$ cat config.mk
export PLATFORM = sky130hd
export DESIGN_NAME = merge_two_sorted_runs_unit
export DESIGN_NICKNAME = d
export VERILOG_FILES = /design/src/hdl/msr_pkg.sv /design/src/hdl/msr_ram.sv /design/src/hdl/msr_cfg.sv /design/src/hdl/msr_seq.sv /design/src/hdl/merge_two_sorted_runs_unit.sv
export SDC_FILE = /design/constraint.sdc
export NUM_CORES = 2
export LEC_CHECK = 0
export BUFFER_PORTS_ARGS = -buffer_cell sky130_fd_sc_hd__buf_2
export CORE_ASPECT_RATIO = 1.2
export CORE_MARGIN = 2
export CORE_UTILIZATION = 26
export CTS_BUF_LIST = sky130_fd_sc_hd__clkbuf_2 sky130_fd_sc_hd__clkbuf_4 sky130_fd_sc_hd__clkbuf_8
export DETAILED_ROUTE_END_ITERATION = 8
export PLACE_DENSITY_LB_ADDON = 0.05
export SETUP_SLACK_MARGIN = 0.15
export SYNTH_ARGS = -nofsm -noshare
export SYNTH_HDL_FRONTEND = slang
export SYNTH_SLANG_ARGS = --single-unit
$ cat constraint.sdc
create_clock -name clk -period 8.2 [get_ports clk]
set_input_delay 1.23 -clock clk [delete_from_list [all_inputs] [get_ports clk]]
set_output_delay 1.23 -clock clk [all_outputs]
set_load 0.005 [all_outputs]
$ cat src/hdl/msr_pkg.sv
// shared constants and types of the two-run merge unit
package msr_pkg;

	localparam int DATA_W          = 32;
	localparam int REG_W           = 6;
	localparam int MAX_SEGMENT_DEF = 32;
	localparam int APB_AW          = 3;
	localparam int APB_DW          = 32;

	localparam logic [REG_W-1:0] SEG_LEN_RST   = 6'd2;
	localparam logic [REG_W-1:0] FIRST_LEN_RST = 6'd1;

	// register index, taken from paddr[2]
	localparam logic REG_SEGMENT_LENGTH   = 1'b0;
	localparam logic REG_FIRST_RUN_LENGTH = 1'b1;

	typedef struct packed {
		logic [REG_W-1:0] segment_length;
		logic [REG_W-1:0] first_run_length;
	} cfg_t;

endpackage

$ cat src/hdl/msr_ram.sv
// generic single-write, single-read ram with registered read data
module msr_ram #(
	parameter int WIDTH = 32,
	parameter int DEPTH = 32
) (
	input  logic                     clk,
	input  logic                     we,
	input  logic [$clog2(DEPTH)-1:0] waddr,
	input  logic [WIDTH-1:0]         wdata,
	input  logic [$clog2(DEPTH)-1:0] raddr,
	output logic [WIDTH-1:0]         rdata
);

	logic [WIDTH-1:0] mem_q [DEPTH];

	always_ff @(posedge clk) begin
		if (we) begin
			mem_q[waddr] <= wdata;
		end
		rdata <= mem_q[raddr];
	end

endmodule

$ cat src/hdl/msr_cfg.sv
// apb register file holding segment and first run lengths
module msr_cfg
	import msr_pkg::*;
(
	input  logic              clk,
	input  logic              arst_n,
	input  logic              psel,
	input  logic              penable,
	input  logic              pwrite,
	input  logic [APB_AW-1:0] paddr,
	input  logic [APB_DW-1:0] pwdata,
	output logic [APB_DW-1:0] prdata,
	output logic              pready,
	output cfg_t              cfg
);

	cfg_t cfg_q;
	logic wr_en;

	assign pready = 1'b1;
	assign wr_en  = psel && penable && pwrite && pready;
	assign cfg    = cfg_q;

	always_ff @(posedge clk or negedge arst_n) begin
		if (!arst_n) begin
			cfg_q.segment_length   <= SEG_LEN_RST;
			cfg_q.first_run_length <= FIRST_LEN_RST;
		end else if (wr_en) begin
			unique case (paddr[2])
				REG_SEGMENT_LENGTH:   cfg_q.segment_length   <= pwdata[REG_W-1:0];
				REG_FIRST_RUN_LENGTH: cfg_q.first_run_length <= pwdata[REG_W-1:0];
			endcase
		end
	end

	always_comb begin
		unique case (paddr[2])
			REG_SEGMENT_LENGTH:   prdata = APB_DW'(cfg_q.segment_length);
			REG_FIRST_RUN_LENGTH: prdata = APB_DW'(cfg_q.first_run_length);
		endcase
	end

endmodule

$ cat src/hdl/msr_seq.sv
// load and merge sequencer driving the two element store copies
module msr_seq
	import msr_pkg::*;
#(
	parameter int MAX_SEGMENT = MAX_SEGMENT_DEF
) (
	input  logic                           clk,
	input  logic                           arst_n,
	input  cfg_t                           cfg,
	input  logic                           in_tvalid,
	output logic                           in_tready,
	input  logic [DATA_W-1:0]              in_tdata,
	output logic                           out_tvalid,
	input  logic                           out_tready,
	output logic [DATA_W-1:0]              out_tdata,
	output logic                           out_tlast,
	output logic                           ram_we,
	output logic [$clog2(MAX_SEGMENT)-1:0] ram_waddr,
	output logic [DATA_W-1:0]              ram_wdata,
	output logic [$clog2(MAX_SEGMENT)-1:0] raddr_left,
	output logic [$clog2(MAX_SEGMENT)-1:0] raddr_right,
	input  logic [DATA_W-1:0]              rdata_left,
	input  logic [DATA_W-1:0]              rdata_right
);

	localparam int AW = $clog2(MAX_SEGMENT);
	localparam int CW = $clog2(MAX_SEGMENT + 1);
	localparam int LW = (CW > REG_W) ? CW : REG_W;

	typedef enum logic [1:0] {ST_LOAD, ST_PRIME, ST_MERGE} state_t;

	state_t           state_q;
	logic [CW-1:0]    load_cnt_q;
	logic [CW-1:0]    len_q;
	logic [CW-1:0]    mid_q;
	logic [CW-1:0]    left_q;
	logic [CW-1:0]    right_q;
	logic [CW-1:0]    emit_cnt_q;
	logic             out_valid_q;
	logic [DATA_W-1:0] out_value_q;
	logic             out_last_q;

	logic [LW-1:0]    seg_w;
	logic [LW-1:0]    first_w;
	logic [LW-1:0]    len_w;
	logic [LW-1:0]    mid_w;
	logic [CW-1:0]    len_c;
	logic [CW-1:0]    mid_c;
	logic [CW-1:0]    ld_pos;
	logic [CW-1:0]    ld_next;
	logic             in_acc;
	logic             ld_done;
	logic             emit;
	logic             take_right;
	logic             emit_last;
	logic [DATA_W-1:0] pick;
	logic [CW-1:0]    left_d;
	logic [CW-1:0]    right_d;

	// effective lengths: zero segment means one, clip at store depth
	always_comb begin
		seg_w   = LW'(cfg.segment_length);
		first_w = LW'(cfg.first_run_length);
		if (seg_w == '0) begin
			len_w = LW'(1);
		end else if (seg_w > LW'(MAX_SEGMENT)) begin
			len_w = LW'(MAX_SEGMENT);
		end else begin
			len_w = seg_w;
		end
		mid_w = (first_w > len_w) ? len_w : first_w;
		len_c = len_w[CW-1:0];
		mid_c = mid_w[CW-1:0];
	end

	// loading, restarts when the length shrank below the fill
	assign in_tready = (state_q == ST_LOAD);
	assign in_acc    = in_tvalid && in_tready;
	assign ld_pos    = (load_cnt_q >= len_c) ? '0 : load_cnt_q;
	assign ld_next   = ld_pos + CW'(1);
	assign ld_done   = in_acc && (ld_next >= len_c);

	assign ram_we    = in_acc;
	assign ram_waddr = ld_pos[AW-1:0];
	assign ram_wdata = in_tdata;

	// merge choice, ties go to the second run
	always_comb begin
		if (left_q >= mid_q) begin
			take_right = 1'b1;
		end else if (right_q >= len_q) begin
			take_right = 1'b0;
		end else begin
			take_right = !($signed(rdata_left) < $signed(rdata_right));
		end
		pick      = take_right ? rdata_right : rdata_left;
		emit      = (state_q == ST_MERGE) && (!out_valid_q || out_tready);
		emit_last = (emit_cnt_q + CW'(1)) == len_q;
	end

	// read addresses follow the next pointers so read data lines up with the pointer registers
	always_comb begin
		left_d  = left_q;
		right_d = right_q;
		if (ld_done) begin
			left_d  = '0;
			right_d = mid_c;
		end else if (emit) begin
			if (take_right) begin
				right_d = right_q + CW'(1);
			end else begin
				left_d = left_q + CW'(1);
			end
		end
	end

	assign raddr_left  = left_d[AW-1:0];
	assign raddr_right = right_d[AW-1:0];

	always_ff @(posedge clk or negedge arst_n) begin
		if (!arst_n) begin
			state_q     <= ST_LOAD;
			load_cnt_q  <= '0;
			len_q       <= '0;
			mid_q       <= '0;
			left_q      <= '0;
			right_q     <= '0;
			emit_cnt_q  <= '0;
			out_valid_q <= 1'b0;
			out_value_q <= '0;
			out_last_q  <= 1'b0;
		end else begin
			left_q  <= left_d;
			right_q <= right_d;
			if (emit) begin
				out_valid_q <= 1'b1;
				out_value_q <= pick;
				out_last_q  <= emit_last;
			end else if (out_tready) begin
				out_valid_q <= 1'b0;
			end
			unique case (state_q)
				ST_LOAD: begin
					if (in_acc) begin
						load_cnt_q <= ld_done ? '0 : ld_next;
					end
					if (ld_done) begin
						len_q      <= len_c;
						mid_q      <= mid_c;
						emit_cnt_q <= '0;
						state_q    <= ST_PRIME;
					end
				end
				ST_PRIME: begin
					state_q <= ST_MERGE;
				end
				ST_MERGE: begin
					if (emit) begin
						emit_cnt_q <= emit_cnt_q + CW'(1);
						if (emit_last) begin
							state_q <= ST_LOAD;
						end
					end
				end
				default: begin
					state_q <= ST_LOAD;
				end
			endcase
		end
	end

	assign out_tvalid = out_valid_q;
	assign out_tdata  = out_value_q;
	assign out_tlast  = out_last_q;

endmodule

$ cat src/hdl/merge_two_sorted_runs_unit.sv
// top level of the merge step: merges two ascending runs of one segment
// usage:
//   configure over apb while idle: segment_length at address 0, first_run_length at 4.
//   a segment length of zero acts as one, a length above MAX_SEGMENT clips to it,
//   and a first run longer than the segment leaves the second run empty.
//   in_* stream: one signed 32-bit element per request, one per cycle while loading,
//   in segment order, into two copies of the element store, one per run head.
//   out_* stream: after the last element, the merged ascending sequence comes out
//   one element per request, tlast on the final one; ties emit the second run first.
// timing:
//   after the last element is taken, a prime state reads the run heads once the last
//   write has landed, then the merge state compares them into the output register;
//   results then follow one per cycle while out_tready is high. a segment is loaded,
//   its heads are read, then it is merged; each store copy has a single read port.
//   input is held off (in_tready low) from the last element until the final result
//   has been handed to the output register; a new load may overlap its delivery.
// reset: returns to loading with an empty count and the default lengths; store
//   contents are not cleared, only written entries ever reach the output.
// stalls: out_tready low on a pending result freezes the pointers and output register.
module merge_two_sorted_runs_unit
	import msr_pkg::*;
#(
	parameter int MAX_SEGMENT = MAX_SEGMENT_DEF
) (
	input  logic              clk,
	input  logic              arst_n,
	// apb configuration port
	input  logic              psel,
	input  logic              penable,
	input  logic              pwrite,
	input  logic [APB_AW-1:0] paddr,
	input  logic [APB_DW-1:0] pwdata,
	output logic [APB_DW-1:0] prdata,
	output logic              pready,
	// element input
	input  logic              in_tvalid,
	output logic              in_tready,
	input  logic [DATA_W-1:0] in_tdata,   // [31:0] in_value
	// merged output
	output logic              out_tvalid,
	input  logic              out_tready,
	output logic [DATA_W-1:0] out_tdata,  // [31:0] out_value
	output logic              out_tlast
);

	localparam int AW = $clog2(MAX_SEGMENT);

	cfg_t              cfg;
	logic              ram_we;
	logic [AW-1:0]     ram_waddr;
	logic [DATA_W-1:0] ram_wdata;
	logic [AW-1:0]     raddr_left;
	logic [AW-1:0]     raddr_right;
	logic [DATA_W-1:0] rdata_left;
	logic [DATA_W-1:0] rdata_right;

	msr_cfg u_cfg (
		.clk     (clk),
		.arst_n  (arst_n),
		.psel    (psel),
		.penable (penable),
		.pwrite  (pwrite),
		.paddr   (paddr),
		.pwdata  (pwdata),
		.prdata  (prdata),
		.pready  (pready),
		.cfg     (cfg)
	);

	msr_seq #(
		.MAX_SEGMENT (MAX_SEGMENT)
	) u_seq (
		.clk         (clk),
		.arst_n      (arst_n),
		.cfg         (cfg),
		.in_tvalid   (in_tvalid),
		.in_tready   (in_tready),
		.in_tdata    (in_tdata),
		.out_tvalid  (out_tvalid),
		.out_tready  (out_tready),
		.out_tdata   (out_tdata),
		.out_tlast   (out_tlast),
		.ram_we      (ram_we),
		.ram_waddr   (ram_waddr),
		.ram_wdata   (ram_wdata),
		.raddr_left  (raddr_left),
		.raddr_right (raddr_right),
		.rdata_left  (rdata_left),
		.rdata_right (rdata_right)
	);

	// store copy read at the first run head
	msr_ram #(
		.WIDTH (DATA_W),
		.DEPTH (MAX_SEGMENT)
	) u_ram_left (
		.clk   (clk),
		.we    (ram_we),
		.waddr (ram_waddr),
		.wdata (ram_wdata),
		.raddr (raddr_left),
		.rdata (rdata_left)
	);

	// store copy read at the second run head
	msr_ram #(
		.WIDTH (DATA_W),
		.DEPTH (MAX_SEGMENT)
	) u_ram_right (
		.clk   (clk),
		.we    (ram_we),
		.waddr (ram_waddr),
		.wdata (ram_wdata),
		.raddr (raddr_right),
		.rdata (rdata_right)
	);

	// store is written exactly on accepted elements
	a_write_on_accept: assert property (@(posedge clk) disable iff (!arst_n)
		ram_we == (in_tvalid && in_tready))
		else $error("store write without matching input request");

	// a pending non-final result means the merge is running, so input is held off
	a_no_load_mid_merge: assert property (@(posedge clk) disable iff (!arst_n)
		(out_tvalid && !out_tlast) |-> !in_tready)
		else $error("input taken while merge still in progress");

	// a stalled result keeps its value and flag until it is taken
	a_hold_while_stalled: assert property (@(posedge clk) disable iff (!arst_n)
		(out_tvalid && !out_tready) |=>
			(out_tvalid && $stable(out_tdata) && $stable(out_tlast)))
		else $error("result changed while the receiver stalled");

endmodule

==> flow_summary.yaml <==
status:
  status: "complete, no violations"
worst_hold_path:
  worst_hold_path_type: "input pin to asynchronous set/reset pin"
global_route:
  grt_max_degree: 129
  grt_util_all_layers: 0.2197
  grt_first_pass_wirelength_mm: 339.2
  grt_pass1_vias: 41270
  antenna_found_initial: 28
  overflow: 0
clock_network:
  cts_tree: "done"
  root_buffer: "clkbuf_8"
  cts_made_buffers: 216
  clock_path_buffers: 3
  htreeDepth: 4
  worstSkewPairLatency_ps: 1000
  clock_sinks: 1172
  ctsHoldBuffers: 0
  clk_pin_slew_ps: 60
timing:
  fmax_mhz: 134.2
  worstMarginPinSlew_ps: 1248
  fin_tns_setup_ps: 0
  layout_setup_ws_ps: 746.4
  rsz0062_at_grt: "no"
  skew_ps: 58.19
  layout_min_cycle_time_ps: 7454
  hold_viol: 0
  slew_viol_final: 0
  fin_crit_sh: 0.9090
  finalSetupViolations: 0
  maxSlewHeadroom: 0.1661
power:
  p_leak_nw: 24.26
  powerDensity_mw_per_mm2: 492.9
  ir_drop_uv: 518.7
synth:
  synth_area_mm2: 0.05670
  synth_flop_cell: "edfxtp_1"
  synth_common_cells: "edfxtp_1 (1,024), nand2_1 (738), mux2i_1 (642)"
  synth_area_leader_cell: "edfxtp_1"
  ys_types: 69
  synthArstFlopShare: 0.07167
  synth_cells: 4672
  synth_edf_count: 1024
  syn-mean-instance-area_um2: 12.14
  yosysSeqAreaShare: 0.6021
  yosysWarnings: 0
  synth_top_area_frac: 0.5423
  synth_seq_cells: 1172
  ys_top_cells_by_area: "edfxtp_1 (54%), mux2i_1 (11%), nand2_1 (4.9%), dfrtp_1 (3.6%), nand3_1 (3.1%)"
  yosysMostFrequentCell: "edfxtp_1"
die:
  pin_count: 142
  num_rows: 187
  die_y_um: 515.5
  core_area_mm2: 0.2167
  initial_utilization: 0.2617
  die-area_mm2: 0.2218
  die_x_um: 430.3
placed_design:
  place_ws_ps: 496.0
  io_buffer_count: 86
  place_congestion: 0.7618
  dp_hpwl_mm: 146.3
layout:
  area_growth_syn_to_layout_pct: 16.05
  fill_cells: 21930
  nets: 4940
  drive_gt1_frac: 0.1662
route:
  drc: 0
  firstDrtPassIters: 5
  ant_nets: 0
  via_per_inst: 5.225
  vias: 40900
  drt_wl_total_mm: 248.7
  first_iter_violations: 3227
  wire_per_inst_um: 31.77
setup_path:
  critPathLaunchType: "flip-flop"
  cp-end-kind: "flip-flop"
  max_stage_delay_ps: 820
  path_max_fanout: 38
  path_class: "flip-flop to flip-flop"
  crit_family: "simple AND/OR/NAND/NOR gates"
  arrival_ps: 8370
  path_buf_inv: 7
  cp_slowest_cell: "a2111oi_0"
  worstPathRequired_ps: 9120
run:
  maxCapViolCount: 0
==> report_power, final <==
| group | switching, W | internal, W |
|---|---|---|
| logic | 0.0126 | 0.00662 |
| clock network | 0.00271 | 0.00322 |
| registers | 0.000341 | 0.00695 |
| total | 0.0156 | 0.0168 |
==> path summary, 6_finish.rpt <==
path	cells after the start	start	slack (ps)	to
worst min-delay path	1	arst_n	160	u_seq.load_cnt_q[3]
max in group asynchronous	2	arst_n	6770	u_seq.right_q[3]
worst max-delay path	33	u_cfg.cfg[8]	750	u_ram_left.rdata[1]
min in group clk	2	u_seq.out_tdata[29]	480	u_seq.out_tdata[29]
worst max register to register	33	u_cfg.cfg[8]	750	u_ram_left.rdata[1]
worst min register to register	2	u_seq.out_tdata[29]	480	u_seq.out_tdata[29]
==> cell type report <==
class	instances	area (µm²)	share of cell area
Antenna cell	5	12.51	0.0001902
Clock buffer	343	4095	0.06224
Clock inverter	65	405.4	0.006161
Inverter	61	252.7	0.003841
Multi-Input combinational cell	3080	21010	0.3192
Sequential cell	1172	34140	0.5188
Tap cell	2835	3547	0.05391
Timing Repair Buffer	267	2346	0.03565
==> through the flow <==
stage / utilization / hold slack, ps / instance area (µm²) / power (W) / cells
3_5_place_dp: 0.2827 / 470.0 / 61260 / 0.02677 / 7413
6_report: 0.3037 / 164.4 / 65800 / 0.03244 / 7828
5_1_grt: 0.3037 / 118.7 / 65790 / 0.03419 / 7824
2_1_floorplan: - / 449.8 / 56790 / 0.01917 / 4697
4_1_cts: 0.3035 / 61.24 / 65760 / 0.03283 / 7821
3_3_place_gp: 0.2827 / 462.8 / 61250 / 0.02681 / 7412
==> what timing repair did <==
action	in CTS	in global routing
gates resized for setup	0	5
setup buffers	0	2
endpoints found under the setup margin	0	24
==> logic make-up after synthesis <==
family	Yosys count	share of synthesized area
and+or+nand+nor	1375	0.1119
DFF	1172	0.6021
AOI/OAI and AO/OA	872	0.1022
muxes	720	0.1288
buffers and inverters	445	0.03707
adders and majority gates	68	0.01501
xor gates and xnor gates	18	0.002781
other	2	0.0001325
==> placed cells by master (no fill, tap or decap), drive strengths merged, types with 7 or more instances in the layout <==
cell,synthesis,routed
buf,208,267
nor3,8,8
conb,2,27
a32o,60,60
mux2i,642,642
dfrtp,82,82
a211oi,9,9
dfxtp,64,64
clkbuf,176,343
a21o,8,8
ha,68,68
nand2b,17,17
xnor2,11,11
nor2b,8,8
a21oi,212,212
nor4,35,35
or4,32,32
nand4,16,16
clkinv,2,52
nor2,92,92
o21ai,189,189
a2111oi,65,65
nand3,349,349
a32oi,132,132
inv,59,62
clkinvlp,0,10
mux2,78,78
xor2,7,7
edfxtp,1024,1024
nand2,740,740
and3,66,66
o22ai,160,160
==> flip-flops by register name, indices dropped and copies added, names as in the netlist, 12 cells and up <==
signal,cells
u_cfg.cfg,12
u_ram_left.mem_q,32
u_ram_left.rdata,32
u_ram_right.mem_q,992
u_ram_right.rdata,32
u_seq.out_tdata,32
==> layer usage <==
layer | global-route usage | up-vias | share of wire
li1 | - | 18090 | -
met1 | 0.2854 | 21190 | 0.44
met2 | 0.3796 | 1247 | 0.49
met3 | 0.02850 | 378 | 0.044
met4 | 0.06585 | 0 | 0.028
met5 | 0 | - | 0
Note: power is estimated with default switching activity, not from simulation.
